### config.mk
export PLATFORM = sky130hd
export DESIGN_NAME = luhn_card_brand_check
export DESIGN_NICKNAME = d
export VERILOG_FILES = /design/src/rtl/luhn_pkg.sv /design/src/rtl/luhn_card_brand_check.sv /design/src/rtl/luhn_ctrl.sv /design/src/rtl/luhn_dpath.sv
export SDC_FILE = /design/constraint.sdc
export NUM_CORES = 1
export LEC_CHECK = 0
export BUFFER_PORTS_ARGS = -buffer_cell sky130_fd_sc_hd__buf_2
export CAP_MARGIN = 20
export CORE_MARGIN = 8
export CORE_UTILIZATION = 62
export DETAILED_ROUTE_END_ITERATION = 7
export PLACE_DENSITY_LB_ADDON = 0.05
export SLEW_MARGIN = 20
export SYNTH_ARGS = -nofsm -noshare
export SYNTH_HDL_FRONTEND = slang
export SYNTH_SLANG_ARGS = --single-unit
### constraint.sdc
create_clock -name clk_i -period 6 [get_ports clk_i]
set_input_delay 0.3 -clock clk_i [delete_from_list [all_inputs] [get_ports clk_i]]
set_output_delay 0.3 -clock clk_i [all_outputs]
set_load 0.01 [all_outputs]
### src/rtl/luhn_pkg.sv
package luhn_pkg;

  // Width of the card number input.
  localparam int unsigned IN_W = 63;

  // Binary shift register padded to a whole number of conversion steps.
  localparam int unsigned BITS_PER_STEP = 4;
  localparam int unsigned BIN_W = 64;
  localparam int unsigned CONV_STEPS = BIN_W / BITS_PER_STEP;

  // Largest 63-bit value has 19 decimal digits.
  localparam int unsigned BCD_DIGITS = 19;
  localparam int unsigned BCD_W = 4 * BCD_DIGITS;

  localparam int unsigned DEFAULT_MAX_DIGITS = 19;

  // Card class codes.
  localparam int unsigned CLASS_W = 2;
  typedef enum logic [CLASS_W-1:0] {
    CLASS_INVALID = 2'd0,
    CLASS_NET15   = 2'd1,
    CLASS_NET5X   = 2'd2,
    CLASS_NET4    = 2'd3
  } card_class_e;

  // Number lengths that are recognized.
  localparam int unsigned LEN_13 = 13;
  localparam int unsigned LEN_15 = 15;
  localparam int unsigned LEN_16 = 16;

  // Prefix digits: leading digit and the one after it.
  localparam logic [3:0] PFX15_LEAD      = 4'd3;
  localparam logic [3:0] PFX15_SECOND_A  = 4'd4;
  localparam logic [3:0] PFX15_SECOND_B  = 4'd7;
  localparam logic [3:0] PFX16_LEAD      = 4'd5;
  localparam logic [3:0] PFX16_SECOND_LO = 4'd1;
  localparam logic [3:0] PFX16_SECOND_HI = 4'd5;
  localparam logic [3:0] PFX4_LEAD       = 4'd4;

  // Controller to datapath commands.
  typedef struct packed {
    logic load;
    logic conv;
    logic peel;
    logic emit;
  } luhn_cmd_t;

  // Datapath to controller status.
  typedef struct packed {
    logic rest_zero;
    logic cnt_max;
  } luhn_sts_t;

endpackage

### src/rtl/luhn_card_brand_check.sv
// Channel  Dir  Ports                       Transfer
// command  in   start_i, card_number_i      start_i high while busy_o is low
// result   out  valid_o, card_class_o       valid_o high for one cycle per item
//
// The result strobe rises once the conversion, the peeling of N decimal digits
// (0 up to MAX_DIGITS) and the class decision are through. The conversion steps
// turn the binary number into decimal, four bits per cycle, then one digit is
// peeled per cycle and the class is registered with the strobe; busy_o falls with
// the strobe, so the next item can be accepted while the strobe is shown.
// Reset is asynchronous and active low; it clears the controller and the strobe.
// The receiver cannot stall: each result is shown for exactly one cycle.
module luhn_card_brand_check import luhn_pkg::*; #(
  parameter int unsigned MAX_DIGITS = DEFAULT_MAX_DIGITS
) (
  input  logic               clk_i,
  input  logic               rst_ni,
  input  logic               start_i,
  input  logic [IN_W-1:0]    card_number_i,
  output logic               busy_o,
  output logic [CLASS_W-1:0] card_class_o,
  output logic               valid_o
);

  luhn_cmd_t cmd;
  luhn_sts_t sts;

  // Sequencer for conversion, peeling and result issue.
  luhn_ctrl u_ctrl (
    .clk_i   (clk_i),
    .rst_ni  (rst_ni),
    .start_i (start_i),
    .sts_i   (sts),
    .cmd_o   (cmd),
    .busy_o  (busy_o)
  );

  // Conversion, checksum and brand decision.
  luhn_dpath #(
    .MAX_DIGITS (MAX_DIGITS)
  ) u_dpath (
    .clk_i         (clk_i),
    .rst_ni        (rst_ni),
    .card_number_i (card_number_i),
    .cmd_i         (cmd),
    .sts_o         (sts),
    .card_class_o  (card_class_o),
    .valid_o       (valid_o)
  );

endmodule

### src/rtl/luhn_ctrl.sv
module luhn_ctrl import luhn_pkg::*; (
  input  logic      clk_i,
  input  logic      rst_ni,
  input  logic      start_i,
  input  luhn_sts_t sts_i,
  output luhn_cmd_t cmd_o,
  output logic      busy_o
);

  localparam int unsigned STEP_W = $clog2(CONV_STEPS);

  typedef enum logic [1:0] {
    ST_IDLE,
    ST_CONV,
    ST_PEEL
  } state_e;

  state_e            state_q;
  logic [STEP_W-1:0] step_q;
  logic              busy_q;
  logic              peel_done;

  // Peeling stops when no digits are left or the digit limit is reached.
  assign peel_done = sts_i.rest_zero || sts_i.cnt_max;

  // Commands decoded from the current state.
  always_comb begin
    cmd_o = '0;
    unique case (state_q)
      ST_IDLE: begin
        cmd_o.load = start_i;
      end
      ST_CONV: begin
        cmd_o.conv = 1'b1;
      end
      ST_PEEL: begin
        cmd_o.emit = peel_done;
        cmd_o.peel = !peel_done;
      end
      default: begin
      end
    endcase
  end

  // State, conversion step counter and busy flag.
  always_ff @(posedge clk_i or negedge rst_ni) begin
    if (!rst_ni) begin
      state_q <= ST_IDLE;
      step_q  <= '0;
      busy_q  <= 1'b0;
    end else begin
      unique case (state_q)
        ST_IDLE: begin
          if (start_i) begin
            state_q <= ST_CONV;
            step_q  <= '0;
            busy_q  <= 1'b1;
          end
        end
        ST_CONV: begin
          step_q <= step_q + STEP_W'(1);
          if (step_q == STEP_W'(CONV_STEPS - 1)) begin
            state_q <= ST_PEEL;
          end
        end
        ST_PEEL: begin
          if (peel_done) begin
            state_q <= ST_IDLE;
            busy_q  <= 1'b0;
          end
        end
        default: begin
          state_q <= ST_IDLE;
          busy_q  <= 1'b0;
        end
      endcase
    end
  end

  assign busy_o = busy_q;

endmodule

### src/rtl/luhn_dpath.sv
module luhn_dpath import luhn_pkg::*; #(
  parameter int unsigned MAX_DIGITS = DEFAULT_MAX_DIGITS
) (
  input  logic               clk_i,
  input  logic               rst_ni,
  input  logic [IN_W-1:0]    card_number_i,
  input  luhn_cmd_t          cmd_i,
  output luhn_sts_t          sts_o,
  output logic [CLASS_W-1:0] card_class_o,
  output logic               valid_o
);

  localparam int unsigned CNT_W = $clog2(MAX_DIGITS + 1);

  // One double-dabble bit: add three to every digit of five or more, then shift in.
  function automatic logic [BCD_W-1:0] dd_bit(input logic [BCD_W-1:0] bcd, input logic b);
    logic [BCD_W-1:0] adj;
    logic [3:0]       dig;
    for (int i = 0; i < BCD_DIGITS; i++) begin
      dig = bcd[4*i +: 4];
      adj[4*i +: 4] = (dig >= 4'd5) ? dig + 4'd3 : dig;
    end
    return {adj[BCD_W-2:0], b};
  endfunction

  // Digit sum of a doubled digit.
  function automatic logic [3:0] dbl_digit(input logic [3:0] d);
    logic [4:0] dd;
    dd = {d, 1'b0};
    return (dd >= 5'd10) ? 4'(dd - 5'd9) : dd[3:0];
  endfunction

  logic [BIN_W-1:0] bin_q;
  logic [BCD_W-1:0] bcd_q;
  logic [CNT_W-1:0] cnt_q;
  logic [3:0]       sum_q;
  logic [3:0]       lead_q;
  logic [3:0]       second_q;
  card_class_e      class_q;
  logic             valid_q;

  logic [BCD_W-1:0] conv_bcd;
  logic [3:0]       dig;
  logic [3:0]       addend;
  logic [4:0]       sum_raw;
  logic [3:0]       sum_d;
  card_class_e      class_d;

  // Four conversion bits per cycle, most significant binary bit first.
  always_comb begin : conv_logic
    logic [BCD_W-1:0] acc;
    acc = bcd_q;
    for (int s = 0; s < BITS_PER_STEP; s++) begin
      acc = dd_bit(acc, bin_q[BIN_W-1-s]);
    end
    conv_bcd = acc;
  end

  // Running Luhn sum kept modulo ten; every second digit from the right is doubled.
  assign dig     = bcd_q[3:0];
  assign addend  = cnt_q[0] ? dbl_digit(dig) : dig;
  assign sum_raw = {1'b0, sum_q} + {1'b0, addend};
  assign sum_d   = (sum_raw >= 5'd10) ? 4'(sum_raw - 5'd10) : sum_raw[3:0];

  // Brand decision from digit count, checksum and the two leading digits.
  always_comb begin
    class_d = CLASS_INVALID;
    if (sts_o.rest_zero && (cnt_q != '0) && (sum_q == 4'd0)) begin
      if (cnt_q == CNT_W'(LEN_15)) begin
        if ((lead_q == PFX15_LEAD) &&
            ((second_q == PFX15_SECOND_A) || (second_q == PFX15_SECOND_B))) begin
          class_d = CLASS_NET15;
        end
      end else if (cnt_q == CNT_W'(LEN_16)) begin
        if ((lead_q == PFX16_LEAD) && (second_q >= PFX16_SECOND_LO) &&
            (second_q <= PFX16_SECOND_HI)) begin
          class_d = CLASS_NET5X;
        end else if (lead_q == PFX4_LEAD) begin
          class_d = CLASS_NET4;
        end
      end else if ((cnt_q == CNT_W'(LEN_13)) && (lead_q == PFX4_LEAD)) begin
        class_d = CLASS_NET4;
      end
    end
  end

  // Status back to the controller.
  assign sts_o.rest_zero = (bcd_q == '0);
  assign sts_o.cnt_max   = (cnt_q == CNT_W'(MAX_DIGITS));

  // Working registers, steered by the controller commands.
  always_ff @(posedge clk_i) begin
    if (cmd_i.load) begin
      bin_q    <= BIN_W'(card_number_i);
      bcd_q    <= '0;
      cnt_q    <= '0;
      sum_q    <= '0;
      lead_q   <= '0;
      second_q <= '0;
    end else if (cmd_i.conv) begin
      bin_q <= bin_q << BITS_PER_STEP;
      bcd_q <= conv_bcd;
    end else if (cmd_i.peel) begin
      bcd_q    <= bcd_q >> 4;
      cnt_q    <= cnt_q + CNT_W'(1);
      sum_q    <= sum_d;
      second_q <= lead_q;
      lead_q   <= dig;
    end
    if (cmd_i.emit) begin
      class_q <= class_d;
    end
  end

  // Result strobe lasts one cycle.
  always_ff @(posedge clk_i or negedge rst_ni) begin
    if (!rst_ni) begin
      valid_q <= 1'b0;
    end else begin
      valid_q <= cmd_i.emit;
    end
  end

  assign card_class_o = class_q;
  assign valid_o      = valid_q;

endmodule

* Word level (Yosys, flattened, before mapping) *
Cells that the tools add are included.

operators by class
  bitwise operators = 2
  divide/modulo/power cells = 0
  mux-type cells = 101
  eq/ne operators = 15
  reduce and logical (&&, ||, !) cells = 20
  add/subtract/negate cells = 81
  $mul = 0
  $lt $le $gt $ge = 80
  shift operators = 0

operators with widths
  operator                                                                count
  4-bit by 3-bit >= comparator with 1-bit output (second input constant)  76
  4-bit 2-to-1 mux                                                        76
  4-bit by 2-bit adder with 4-bit output (second input constant)          72
  76-bit 2-to-1 mux                                                       2
  63-bit 2-to-1 mux                                                       2
  76-bit zero test                                                        1
  2-bit 2-to-1 mux                                                        9
  4-bit by 3-bit == test with 1-bit output (second input constant)        4
  3-bit by 2-bit adder with 3-bit output (second input constant)          4
  3-bit 2-to-1 mux                                                        4
  5-bit by 4-bit == test with 1-bit output (second input constant)        2
  5-bit == test (second input constant)                                   2
  5-bit by 4-bit >= comparator with 1-bit output (second input constant)  2
  4-bit case mux with 2 select lines                                      1
  4-bit subtractor (second input constant)                                2
  1-bit logical AND                                                       6
  2-bit case mux with 3 select lines                                      1
  3-bit AND reduction                                                     2
  2-bit nonzero test                                                      3
  4-bit by 4-bit adder with 5-bit output                                  1
  5-bit by 1-bit adder with 5-bit output (second input constant)          1
  1-bit 2-to-1 mux                                                        5
  5-bit nonzero test                                                      1
  4-bit by 1-bit adder with 4-bit output (second input constant)          1
  other kinds (15)                                                        19

word-level totals
  latch bits = 0
  memory bits (writable) = 0
  memory bits (read-only) = 0
  memories = 0
  bits in registers = 167

* Logic depth before layout (Yosys ltp) *
Gate-level depths: netlist of the first run.

  word-level depth = 9
  mapped depth = 19
  gate-level depth less buffers = 19

* Hierarchy *
A second synthesis of the first run with hierarchy kept.

second synthesis, totals
  cells, all modules = 2087
  area, all modules = 16794.9 um^2

by module, submodules not included
  module      sequential area each (um^2)  times used  area an instance (um^2)  cells each
  luhn_dpath  3858.7                       1           16448.3                  2053
  luhn_ctrl   175.2                        1           346.6                    34

* Worst setup path before layout of the first run *
No wires, ideal clock.

  path kind = register to register
  start = register u_dpath.bcd_q[0]
  end = register u_dpath.sum_q[1]
  required time = 5.914 ns
  clock period less this slack = 3.588 ns
  setup time = 0.086 ns
  setup slack = 2.412 ns
  data arrival time = 3.503 ns
  cell stages (with the launch flop) = 18
  path buffers = 1
  cell sequence = dfxtp_1 > inv_1 > ha_1 > nand2b_1 > a21oi_2 > xnor2_1 > clkbuf_1 > nand2_1 > o21ai_0 > inv_1 > fa_1 > xor2_1 > ha_1 > nand2_1 > a21boi_0 > xor2_1 > nor2_1 > a211oi_1

on the way
  cells in the longest elaborated chain, start to end = 6

RTL lines
  element                                                                             line               source
  start: declaration                                                                  luhn_dpath.sv:34   logic [BCD_W-1:0] bcd_q;
  start signal: assignment                                                            luhn_dpath.sv:102  bcd_q <= conv_bcd;
  start signal: assignment                                                            luhn_dpath.sv:104  bcd_q <= bcd_q >> 4;
  4-bit subtractor or 5-bit by 4-bit >= comparator with 1-bit output (tied branches)  luhn_dpath.sv:30   return (dd >= 5'd10) ? 4'(dd - 5'd9) : dd[3:0];
  4-bit 2-to-1 mux                                                                    luhn_dpath.sv:30
  4-bit 2-to-1 mux                                                                    luhn_dpath.sv:61   assign addend = cnt_q[0] ? dbl_digit(dig) : dig;
  4-bit by 4-bit adder with 5-bit output                                              luhn_dpath.sv:62   assign sum_raw = {1'b0, sum_q} + {1'b0, addend};
  4-bit subtractor or 5-bit by 4-bit >= comparator with 1-bit output (tied branches)  luhn_dpath.sv:63   assign sum_d = (sum_raw >= 5'd10) ? 4'(sum_raw - 5'd10) : sum_raw[3:0];
  4-bit 2-to-1 mux                                                                    luhn_dpath.sv:63
  end signal: assignment                                                              luhn_dpath.sv:106  sum_q <= sum_d;
  end: declaration                                                                    luhn_dpath.sv:36   logic [3:0] sum_q;

Several ways; a longest one is shown, not always the timed one.
A chain may end at the register's enable or synchronous reset.

* Final worst setup path of the first run *
  start = register u_dpath.bcd_q[48]
  end = register u_dpath.bcd_q[56]

on the way
  cells in the longest elaborated chain, start to end = 9

RTL lines
  element                                                                                                   line               source
  4-bit by 2-bit adder with 4-bit output or 4-bit by 3-bit >= comparator with 1-bit output (tied branches)  luhn_dpath.sv:21   adj[4*i +: 4] = (dig >= 4'd5) ? dig + 4'd3 : dig;
  4-bit 2-to-1 mux                                                                                          luhn_dpath.sv:21
  4-bit by 2-bit adder with 4-bit output or 4-bit by 3-bit >= comparator with 1-bit output (tied branches)  luhn_dpath.sv:21
  4-bit 2-to-1 mux                                                                                          luhn_dpath.sv:21
  4-bit by 2-bit adder with 4-bit output or 4-bit by 3-bit >= comparator with 1-bit output (tied branches)  luhn_dpath.sv:21
  4-bit 2-to-1 mux                                                                                          luhn_dpath.sv:21
  4-bit by 2-bit adder with 4-bit output or 4-bit by 3-bit >= comparator with 1-bit output (tied branches)  luhn_dpath.sv:21
  4-bit 2-to-1 mux                                                                                          luhn_dpath.sv:21
  76-bit 2-to-1 mux                                                                                         luhn_dpath.sv:100  end else if (cmd_i.conv) begin

Several ways; a longest one is shown, not always the timed one.

==> metrics.yaml, run 1 <==
drt:
  final_antenna_net_count: 0
  num_vias: 14255
  wl_per_cell_um: 15.58
  routed_wirelength_um: 37060
  drt_iter0_markers: 1219
  route.detailed.drc: 0
  first_pass_iters: 6
  via_per_inst: 5.995
timing:
  setup_ws_ns: 2.071
  maxSlewViolCount: 0
  hold_viol_final: 0
  slew_headroom: 0.3464
  worst_pin_slew_ns: 0.9804
  period_minus_slack_ns: 3.929
  setup_tns_ns: 0
  setup_viol: 0
  finClkSkew_ns: 0.01700
  rsz0062_at_grt: "no"
  fmax_mhz: 254.5
  min_period_over_period: 0.6548
yosys:
  syn_avg_cell_area_um2: 7.529
  syn_nets: 2203
  yosys_warnings: 0
  ys_async_sr_fraction: 0.04790
  synth.distinct_cells: 90
  synth-main-ff-cell: "dfxtp_1"
  ys_seq_area_frac: 0.2635
  syn-cell-area_um2: 15310
  synth_seq_cells: 167
  synth_edf_count: 65
  synth_cells: 2033
cts:
  htreeDepth: 4
  cts_tree: "built"
  clock_latency_ns: 0.44
  cts_made_buffers: 17
  path_clk_slew_ns: 0.08
  clk_path_buf_depth: 2
  root_buffer: "clkbuf_16"
  cts.sinks: 167
placement:
  gp_congestion: 0.8379
  dp_slack_ns: 2.209
  port_buffers: 69
  dp_hpwl_um: 26100
  placedCellCount: 2345
worst_setup_path:
  start_kind: "flop"
  required_ns: 6.35
  cpMostUsedCell: "inv_1"
  cp_cell_sequence: "inv_1 > ha_1 > nand2b_1 > or3b_1 > and2_0 > inv_1 > ha_1 > inv_1 > a21o_1 > a31oi_1 > inv_1 > ha_1 > o21ba_2 > nor3_1 > o21ai_0 > mux2i_1 > a211oi_1"
  path_class: "flop to flop"
  worstSetupEndpointType: "flop"
  slowest_stage: "a31oi_1"
  cp_slowest_stage_delay_ns: 0.43
  arrival_ns: 4.28
  cp_num_buf_inv: 4
  crit_fanout: 6
  crit_family: "compound AO/OA/AOI/OAI gates"
die:
  start_util: 0.6313
  dieArea_um2: 29970
  core_um2: 24250
  die_w_um: 173.1
  die_h_um: 173.1
  io_pins: 70
  rows: 57
finish:
  area_delta_synth_final_pct: 7.176
  drive_gt1_frac: 0.09981
  insertedDiodeCount: 0
  mostFrequentLayoutCell: "nand2_1"
  fin_cells: 2378
  final_cell_mix: "nand2_1, o21ai_0, nor2_1, a21oi_1, inv_1"
  layout.nets: 2211
global_route:
  grt_pass1_vias: 13328
  grt_max_degree: 96
  gr-total-overflow: 0
  grtUsageTotal: 0.2399
  grt_first_pass_wirelength_um: 62040
  grt_antenna_before_repair: 0
job:
  cap_violations: 0
status:
  status: "complete, no violations"
min_path:
  hold_path.class: "input port to flop"
## registers in the layout, summed over array words and instances (netlist names)
signal,flops
u_dpath.lead_q,4
u_ctrl.step_q,4
u_ctrl.state_q,2
u_ctrl.busy_o,1
u_dpath.second_q,4
u_dpath.bcd_q,76
u_dpath.card_class_o,2
u_dpath.sum_q,4
u_dpath.valid_o,1
u_dpath.bin_q,64
u_dpath.cnt_q,5
## through the flow
| stage | utilization | cell area (um^2) | hold WS, ns |
|---|---|---|---|
| after floorplan | - | 15310 | 0.004409 |
| after global placement | 0.6504 | 15770 | 0.1596 |
| after detailed placement | 0.6504 | 15770 | 0.1570 |
| after CTS | 0.6764 | 16400 | 0.09557 |
| after global routing | 0.6766 | 16410 | 0.1149 |
| final | 0.6766 | 16410 | 0.1126 |
## Yosys cell counts (all sizes together), types with 4 or more instances
library cell,number,area share
a211o,5,0.0029
a211oi,40,0.020
a21boi,6,0.0032
a21o,27,0.013
a21oi,145,0.049
a221oi,14,0.0084
a2bb2oi,7,0.0044
a311oi,6,0.0038
a31oi,47,0.021
and2,18,0.0075
buf,29,0.011
clkbuf,63,0.016
dfrtp,8,0.013
dfxtp,94,0.12
edfxtp,65,0.13
ha,103,0.084
inv,116,0.028
mux2,27,0.020
mux2i,73,0.048
nand2,374,0.092
nand2b,39,0.016
nand3,25,0.0082
nand4,8,0.0033
nor2,146,0.036
nor2b,30,0.012
nor3,37,0.013
nor3b,23,0.011
nor4,17,0.0069
o211ai,27,0.013
o21a,19,0.0093
o21ai,182,0.060
o21ba,8,0.0052
o21bai,14,0.0069
o221ai,4,0.0023
o22ai,17,0.0069
o31ai,14,0.0072
o32ai,7,0.0057
or2,20,0.0082
or3,18,0.0074
or3b,8,0.0046
xnor2,49,0.030
xor2,19,0.011
## cell families after synthesis
logic type,synth area share
XOR/XNOR,0.04038
AND/OR/NAND/NOR,0.2330
multiplexers,0.06784
adder cells (fa/ha/maj),0.08550
buffers and inverters,0.05452
flip-flops,0.2635
AO/OA/AOI/OAI,0.2553
## worst register-to-register path: cells and delay by family (launching register included)
family / cells / cell delay (ns)
simple gates: 4 / 1.10
buf+inv: 4 / 0.33
mux: 1 / 0.18
fa+ha+maj: 3 / 0.65
compound gates: 5 / 1.18
flops: 1 / 0.41
## timing repair
item / in CTS / in global routing
buffers inserted: 0 / 0
hold endpoints to repair: 8 / 0
hold buffers: 1 / 0
resized for setup: 0 / 0
## path summary, 6_finish.rpt
| kind | startpoint | endpoint | slack, ns | depth (start not counted) |
|---|---|---|---|---|
| max | u_dpath.bcd_q[48] | u_dpath.bcd_q[56] | 2.07 | 17 |
| min | card_number_i[21] | u_dpath.bin_q[21] | 0.11 | 3 |
| max reg2reg | u_dpath.bcd_q[48] | u_dpath.bcd_q[56] | 2.07 | 17 |
| min reg2reg | u_dpath.second_q[3] | u_dpath.second_q[3] | 0.47 | 2 |
| max in group asynchronous | rst_ni | u_ctrl.state_q[0] | 5.58 | 2 |
| min in group asynchronous | rst_ni | u_ctrl.step_q[2] | 0.23 | 2 |
## cell type report
class / count / area, um^2
inverters: 116 / 435.4
flip-flops and latches: 167 / 4034
fillers: 2146 / 7843
multi-input cells: 1658 / 10470
clock inverters: 15 / 196.4
repair buffers: 81 / 437.9
well taps: 324 / 405.4
clock buffers: 17 / 425.4
## routing by layer
layer  vias to the layer above  routed length [um]  global-route usage
li1                       7284                   -                   -
met1                      6664               17400              0.3132
met2                       273               17620              0.4108
met3                        34                1629             0.03224
met4                         0                 414             0.06324
met5                         -                   0                   0
Power of run 1 is left out: the tool's default activity adds up to more than one toggle a clock period on the data nets, which glitch-free logic cannot reach.
==> inputs of run 2 (changes only) <==
--- a/config.mk
+++ b/config.mk
@@ -8,7 +8,7 @@
 export BUFFER_PORTS_ARGS = -buffer_cell sky130_fd_sc_hd__buf_2
 export CAP_MARGIN = 20
 export CORE_MARGIN = 8
-export CORE_UTILIZATION = 62
+export CORE_UTILIZATION = 58
 export DETAILED_ROUTE_END_ITERATION = 7
 export PLACE_DENSITY_LB_ADDON = 0.05
 export SLEW_MARGIN = 20
==> constraint.sdc (replaced) <==
create_clock -name clk_i -period 3.2 [get_ports clk_i]
set_input_delay 0.16 -clock clk_i [delete_from_list [all_inputs] [get_ports clk_i]]
set_output_delay 0.16 -clock clk_i [all_outputs]
set_load 0.01 [all_outputs]
==> metrics.yaml, run 2 (synthesis results as in run 1) <==
finish:
  fin_area_um2: 21220
  utilization: 0.8164
  layout.nets: 2548
  regMostFlops: "u_dpath.bcd_q"
  final_cell_mix: "nand2_1, buf_4, nor2_1, a21oi_1, o21ai_0"
  fill_cells: 1627
  drive_gt1_frac: 0.3488
  reg_top3: "u_dpath.bcd_q: 76 flops, u_dpath.bin_q: 64 flops, u_dpath.cnt_q: 5 flops"
  area_delta_synth_final_pct: 38.60
  mostFrequentLayoutCell: "nand2_1"
  largest_reg_flops: 76
  multi_input_area_um2: 12460
  ff_latch_area_um2: 4091
cts:
  clock_latency_ns: 0.44
  htreeDepth: 4
  cts_made_buffers: 17
  cts.sinks: 167
  cts_tree: "built"
  root_buffer: "clkbuf_16"
  path_clk_slew_ns: 0.08
  clk_path_buf_depth: 2
worst_setup_path:
  path_class: "flop to flop"
  worstSetupEndpointType: "flop"
  reg2reg_depth: 18
  cp_slowest_stage_delay_ns: 0.37
  cp_cell_sequence: "inv_1 > ha_2 > nor2b_4 > or3_1 > and2_4 > inv_2 > ha_1 > o21ai_0 > a31oi_2 > inv_1 > ha_1 > nor4_1 > buf_4 > nor3_4 > buf_4 > o21ai_1 > nand2_1 > o22ai_1"
  slowest_stage: "dfxtp_2"
  crit_fanout: 5
  start_kind: "flop"
  arrival_ns: 3.57
  required_ns: 3.55
die:
  io_pins: 70
  rows: 59
  start_util: 0.5891
  core_um2: 25980
  die_w_um: 178.5
  dieArea_um2: 31850
  die_h_um: 178.5
drt:
  routed_wirelength_um: 47100
  num_vias: 16518
  first_pass_iters: 5
  wl_per_cell_um: 17.27
  via_per_inst: 6.057
  final_antenna_net_count: 0
  route.detailed.drc: 0
  met3WireLength_um: 2374
  dr.max_layer_used: "met4"
  wl_met1_um: 19030
  drt_iter0_markers: 1522
  wl_met2_um: 24550
status:
  failed_checks: "negative setup slack"
  status: "finished, violations left"
global_route:
  grt_antenna_before_repair: 0
  gr-total-overflow: 0
  grt_first_pass_wirelength_um: 71470
  grt_max_degree: 96
  grt_pass1_vias: 15397
  grtUsageTotal: 0.2676
placement:
  gp_congestion: 0.8548
  place_area_um2: 17740
  dp_hpwl_um: 29650
  port_buffers: 69
timing:
  maxSlewViolCount: 0
  period_minus_slack_ns: 3.218
  finClkSkew_ns: 0.01545
  min_period_over_period: 1.006
  slew_headroom: 0.4639
  rsz0062_at_grt: "yes"
  worst_pin_slew_ns: 0.7989
  setup_viol: 2
  fmax_mhz: 310.8
  setup_ws_ns: -0.01796
  hold_viol_final: 0
min_path:
  hold_path.class: "input port to flop"
  whs_path_depth: 3
job:
  cap_violations: 0
-- run 2: cell type report --
cell class                      count  area share
Antenna cell                        1   0.0001180
Clock buffer                       17     0.02005
Clock inverter                     15    0.007844
Inverter                          116     0.02159
Multi-Input combinational cell   1658      0.5871
Sequential cell                   167      0.1929
Tap cell                          335     0.01976
Timing Repair Buffer              418      0.1507
-- run 2: per-layer routing --
metal	track usage	up-vias
met3	0.03027	109
li1	-	7936
met5	0	-
met1	0.3253	7931
met4	0.07475	0
met2	0.4888	542
-- run 2: timing repair --
action,CTS,global route
hold endpoints to repair,66,1
hold buffers,59,1
setup buffers,11,43
gates resized for setup,116,374
pin swaps,36,141
endpoints found under the setup margin,50,81
-- run 2: worst paths after layout --
path	start	endpoint	slack [ns]
worst min register to register	u_dpath.second_q[3]	u_dpath.second_q[3]	0.47
worst max register to register	u_dpath.bcd_q[56]	u_dpath.bcd_q[61]	-0.02
worst min-delay path	card_number_i[59]	u_dpath.bin_q[59]	0.002
worst max-delay path	u_dpath.bcd_q[56]	u_dpath.bcd_q[61]	-0.02
max in group asynchronous	rst_ni	u_ctrl.state_q[1]	2.91
min in group asynchronous	rst_ni	u_dpath.valid_o	0.09
-- run 2: worst max-delay path: cells and delay by family (launching register included) --
kind | cells | cell delay [ns]
simple gates | 6 | 1.01
buf+inv | 5 | 0.52
fa+ha+maj | 3 | 0.59
compound gates | 4 | 0.64
flops | 1 | 0.37
-- run 2: metrics by stage --
step                setup TNS [ns]  hold slack (ns)  setup slack (ns)  cells
CTS                        -0.1999        0.0006394          -0.07535   2683
global placement          -0.09358          0.01210          -0.06689   2581
global route                -3.203         0.008705           -0.2204   2726
detailed placement          -2.733          0.02197           -0.2093   2581
floorplan                 -0.05445          -0.1356          -0.03194   2033
finish                    -0.02137         0.002342          -0.01796   2727
Power of run 2 is left out for the same reason.
==> inputs of run 3 (changes only) <==
--- a/config.mk
+++ b/config.mk
@@ -8,7 +8,7 @@
 export BUFFER_PORTS_ARGS = -buffer_cell sky130_fd_sc_hd__buf_2
 export CAP_MARGIN = 20
 export CORE_MARGIN = 8
-export CORE_UTILIZATION = 58
+export CORE_UTILIZATION = 45
 export DETAILED_ROUTE_END_ITERATION = 7
 export PLACE_DENSITY_LB_ADDON = 0.05
 export SLEW_MARGIN = 20
==> constraint.sdc (replaced) <==
create_clock -name clk_i -period 4.01 [get_ports clk_i]
set_input_delay 0.2005 -clock clk_i [delete_from_list [all_inputs] [get_ports clk_i]]
set_output_delay 0.2005 -clock clk_i [all_outputs]
set_load 0.01 [all_outputs]
==> metrics.yaml, run 3 (synthesis results as in run 1) <==
finish:
  final_cell_mix: "nand2_1, o21ai_0, nor2_1, a21oi_1, inv_1"
  regMostFlops: "u_dpath.bcd_q"
  fin_area_um2: 16960
  mostFrequentLayoutCell: "nand2_1"
  fill_cells: 3348
  area_delta_synth_final_pct: 10.77
  insertedDiodeCount: 0
  ff_latch_area_um2: 4034
  multi_input_area_um2: 10550
  drive_gt1_frac: 0.1138
  reg_top3: "u_dpath.bcd_q: 76 flops, u_dpath.bin_q: 64 flops, u_dpath.cnt_q: 5 flops"
  layout.nets: 2249
  largest_reg_flops: 76
  fin_cells: 2540
  utilization: 0.5057
timing:
  period_minus_slack_ns: 3.673
  setup_viol: 0
  setup_tns_ns: 0
  min_period_over_period: 0.9161
  slew_headroom: 0.3106
  fmax_mhz: 272.2
  hold_viol_final: 0
  finClkSkew_ns: 0.01500
  worst_pin_slew_ns: 1.034
  rsz0062_at_grt: "no"
  maxSlewViolCount: 0
worst_setup_path:
  arrival_ns: 3.97
  required_ns: 4.30
  path_class: "flop to flop"
  crit_fanout: 7
  worstSetupEndpointType: "flop"
  start_kind: "flop"
drt:
  num_vias: 14198
  via_per_inst: 5.590
  first_pass_iters: 5
  drt_iter0_markers: 894
  route.detailed.drc: 0
  routed_wirelength_um: 40140
  final_antenna_net_count: 0
  wl_per_cell_um: 15.80
global_route:
  grt_max_degree: 85
  busiest_layer: "met2"
  met3_usage: 0.02598
  grt_pass1_vias: 13426
  met1_usage: 0.2595
  grt_first_pass_wirelength_um: 67340
  grtUsageTotal: 0.1966
  gr-total-overflow: 0
  grt_antenna_before_repair: 0
  grt_use_met2: 0.3392
die:
  rows: 67
  dieArea_um2: 40170
  core_um2: 33530
  start_util: 0.4565
  die_w_um: 200.4
  die_h_um: 200.4
  io_pins: 70
cts:
  root_buffer: "clkbuf_16"
  clk_path_buf_depth: 2
  post_cts_buffers: 0
  cts_tree: "built"
  clock_latency_ns: 0.45
  cts_made_buffers: 17
  path_clk_slew_ns: 0.08
  cts.sinks: 167
  htreeDepth: 4
placement:
  placedCellCount: 2489
  place_area_um2: 16110
  port_buffers: 69
  gp_congestion: 0.8033
  dp_hpwl_um: 28580
job:
  cap_violations: 0
status:
  status: "complete, no violations"
min_path:
  hold_path.class: "input port to flop"
## run 3: cell type report
cell class,instances,area share
Timing Repair Buffer,119,0.04752
Tap cell,448,0.03306
Multi-Input combinational cell,1658,0.6223
Inverter,116,0.02568
Clock inverter,15,0.008486
Sequential cell,167,0.2379
Clock buffer,17,0.02509
## run 3: what timing repair did
item / 4_1_cts / 5_1_grt
hold endpoints to repair: 26 / 0
hold buffers: 19 / 0
setup endpoints to repair: 0 / 20
resized for setup: 0 / 16
## run 3: stage by stage
stage | hold slack, ns | setup slack, ns
finish | 0.01110 | 0.3366
global route | 0.002242 | 0.005787
CTS | 0.0003351 | 0.1470
detailed placement | 0.05911 | 0.1717
global placement | 0.06120 | 0.2982
floorplan | -0.09509 | 0.4216
## run 3: path summary, 6_finish.rpt
| path | from | to | slack, ns | cells past startpoint |
|---|---|---|---|---|
| min in group asynchronous | rst_ni | u_dpath.valid_o | 0.12 | 2 |
| max in group asynchronous | rst_ni | u_ctrl.state_q[0] | 3.71 | 2 |
| hold / removal | card_number_i[51] | u_dpath.bin_q[51] | 0.01 | 3 |
| hold reg to reg | u_dpath.second_q[3] | u_dpath.second_q[3] | 0.47 | 2 |
| setup reg to reg | u_dpath.bcd_q[5] | u_dpath.bcd_q[8] | 0.34 | 14 |
| setup / recovery | u_dpath.bcd_q[5] | u_dpath.bcd_q[8] | 0.34 | 14 |
## run 3: metal layers
metal,part of all wire,routed length [um]
met5,0,0
met4,0.012,483
met3,0.028,1104
met2,0.48,19280
met1,0.48,19280
## run 3: critical path: stages (launching register included)
cell	delay, ns
dfxtp_1	0.40
inv_1	0.11
ha_1	0.18
nand2b_1	0.15
a21oi_1	0.25
mux2i_1	0.49
o21ai_0	0.21
a21oi_2	0.34
inv_1	0.08
ha_1	0.24
o21a_1	0.20
o31ai_1	0.40
a21oi_1	0.15
xor2_1	0.24
a21oi_1	0.09
Power of run 3 is left out for the same reason.
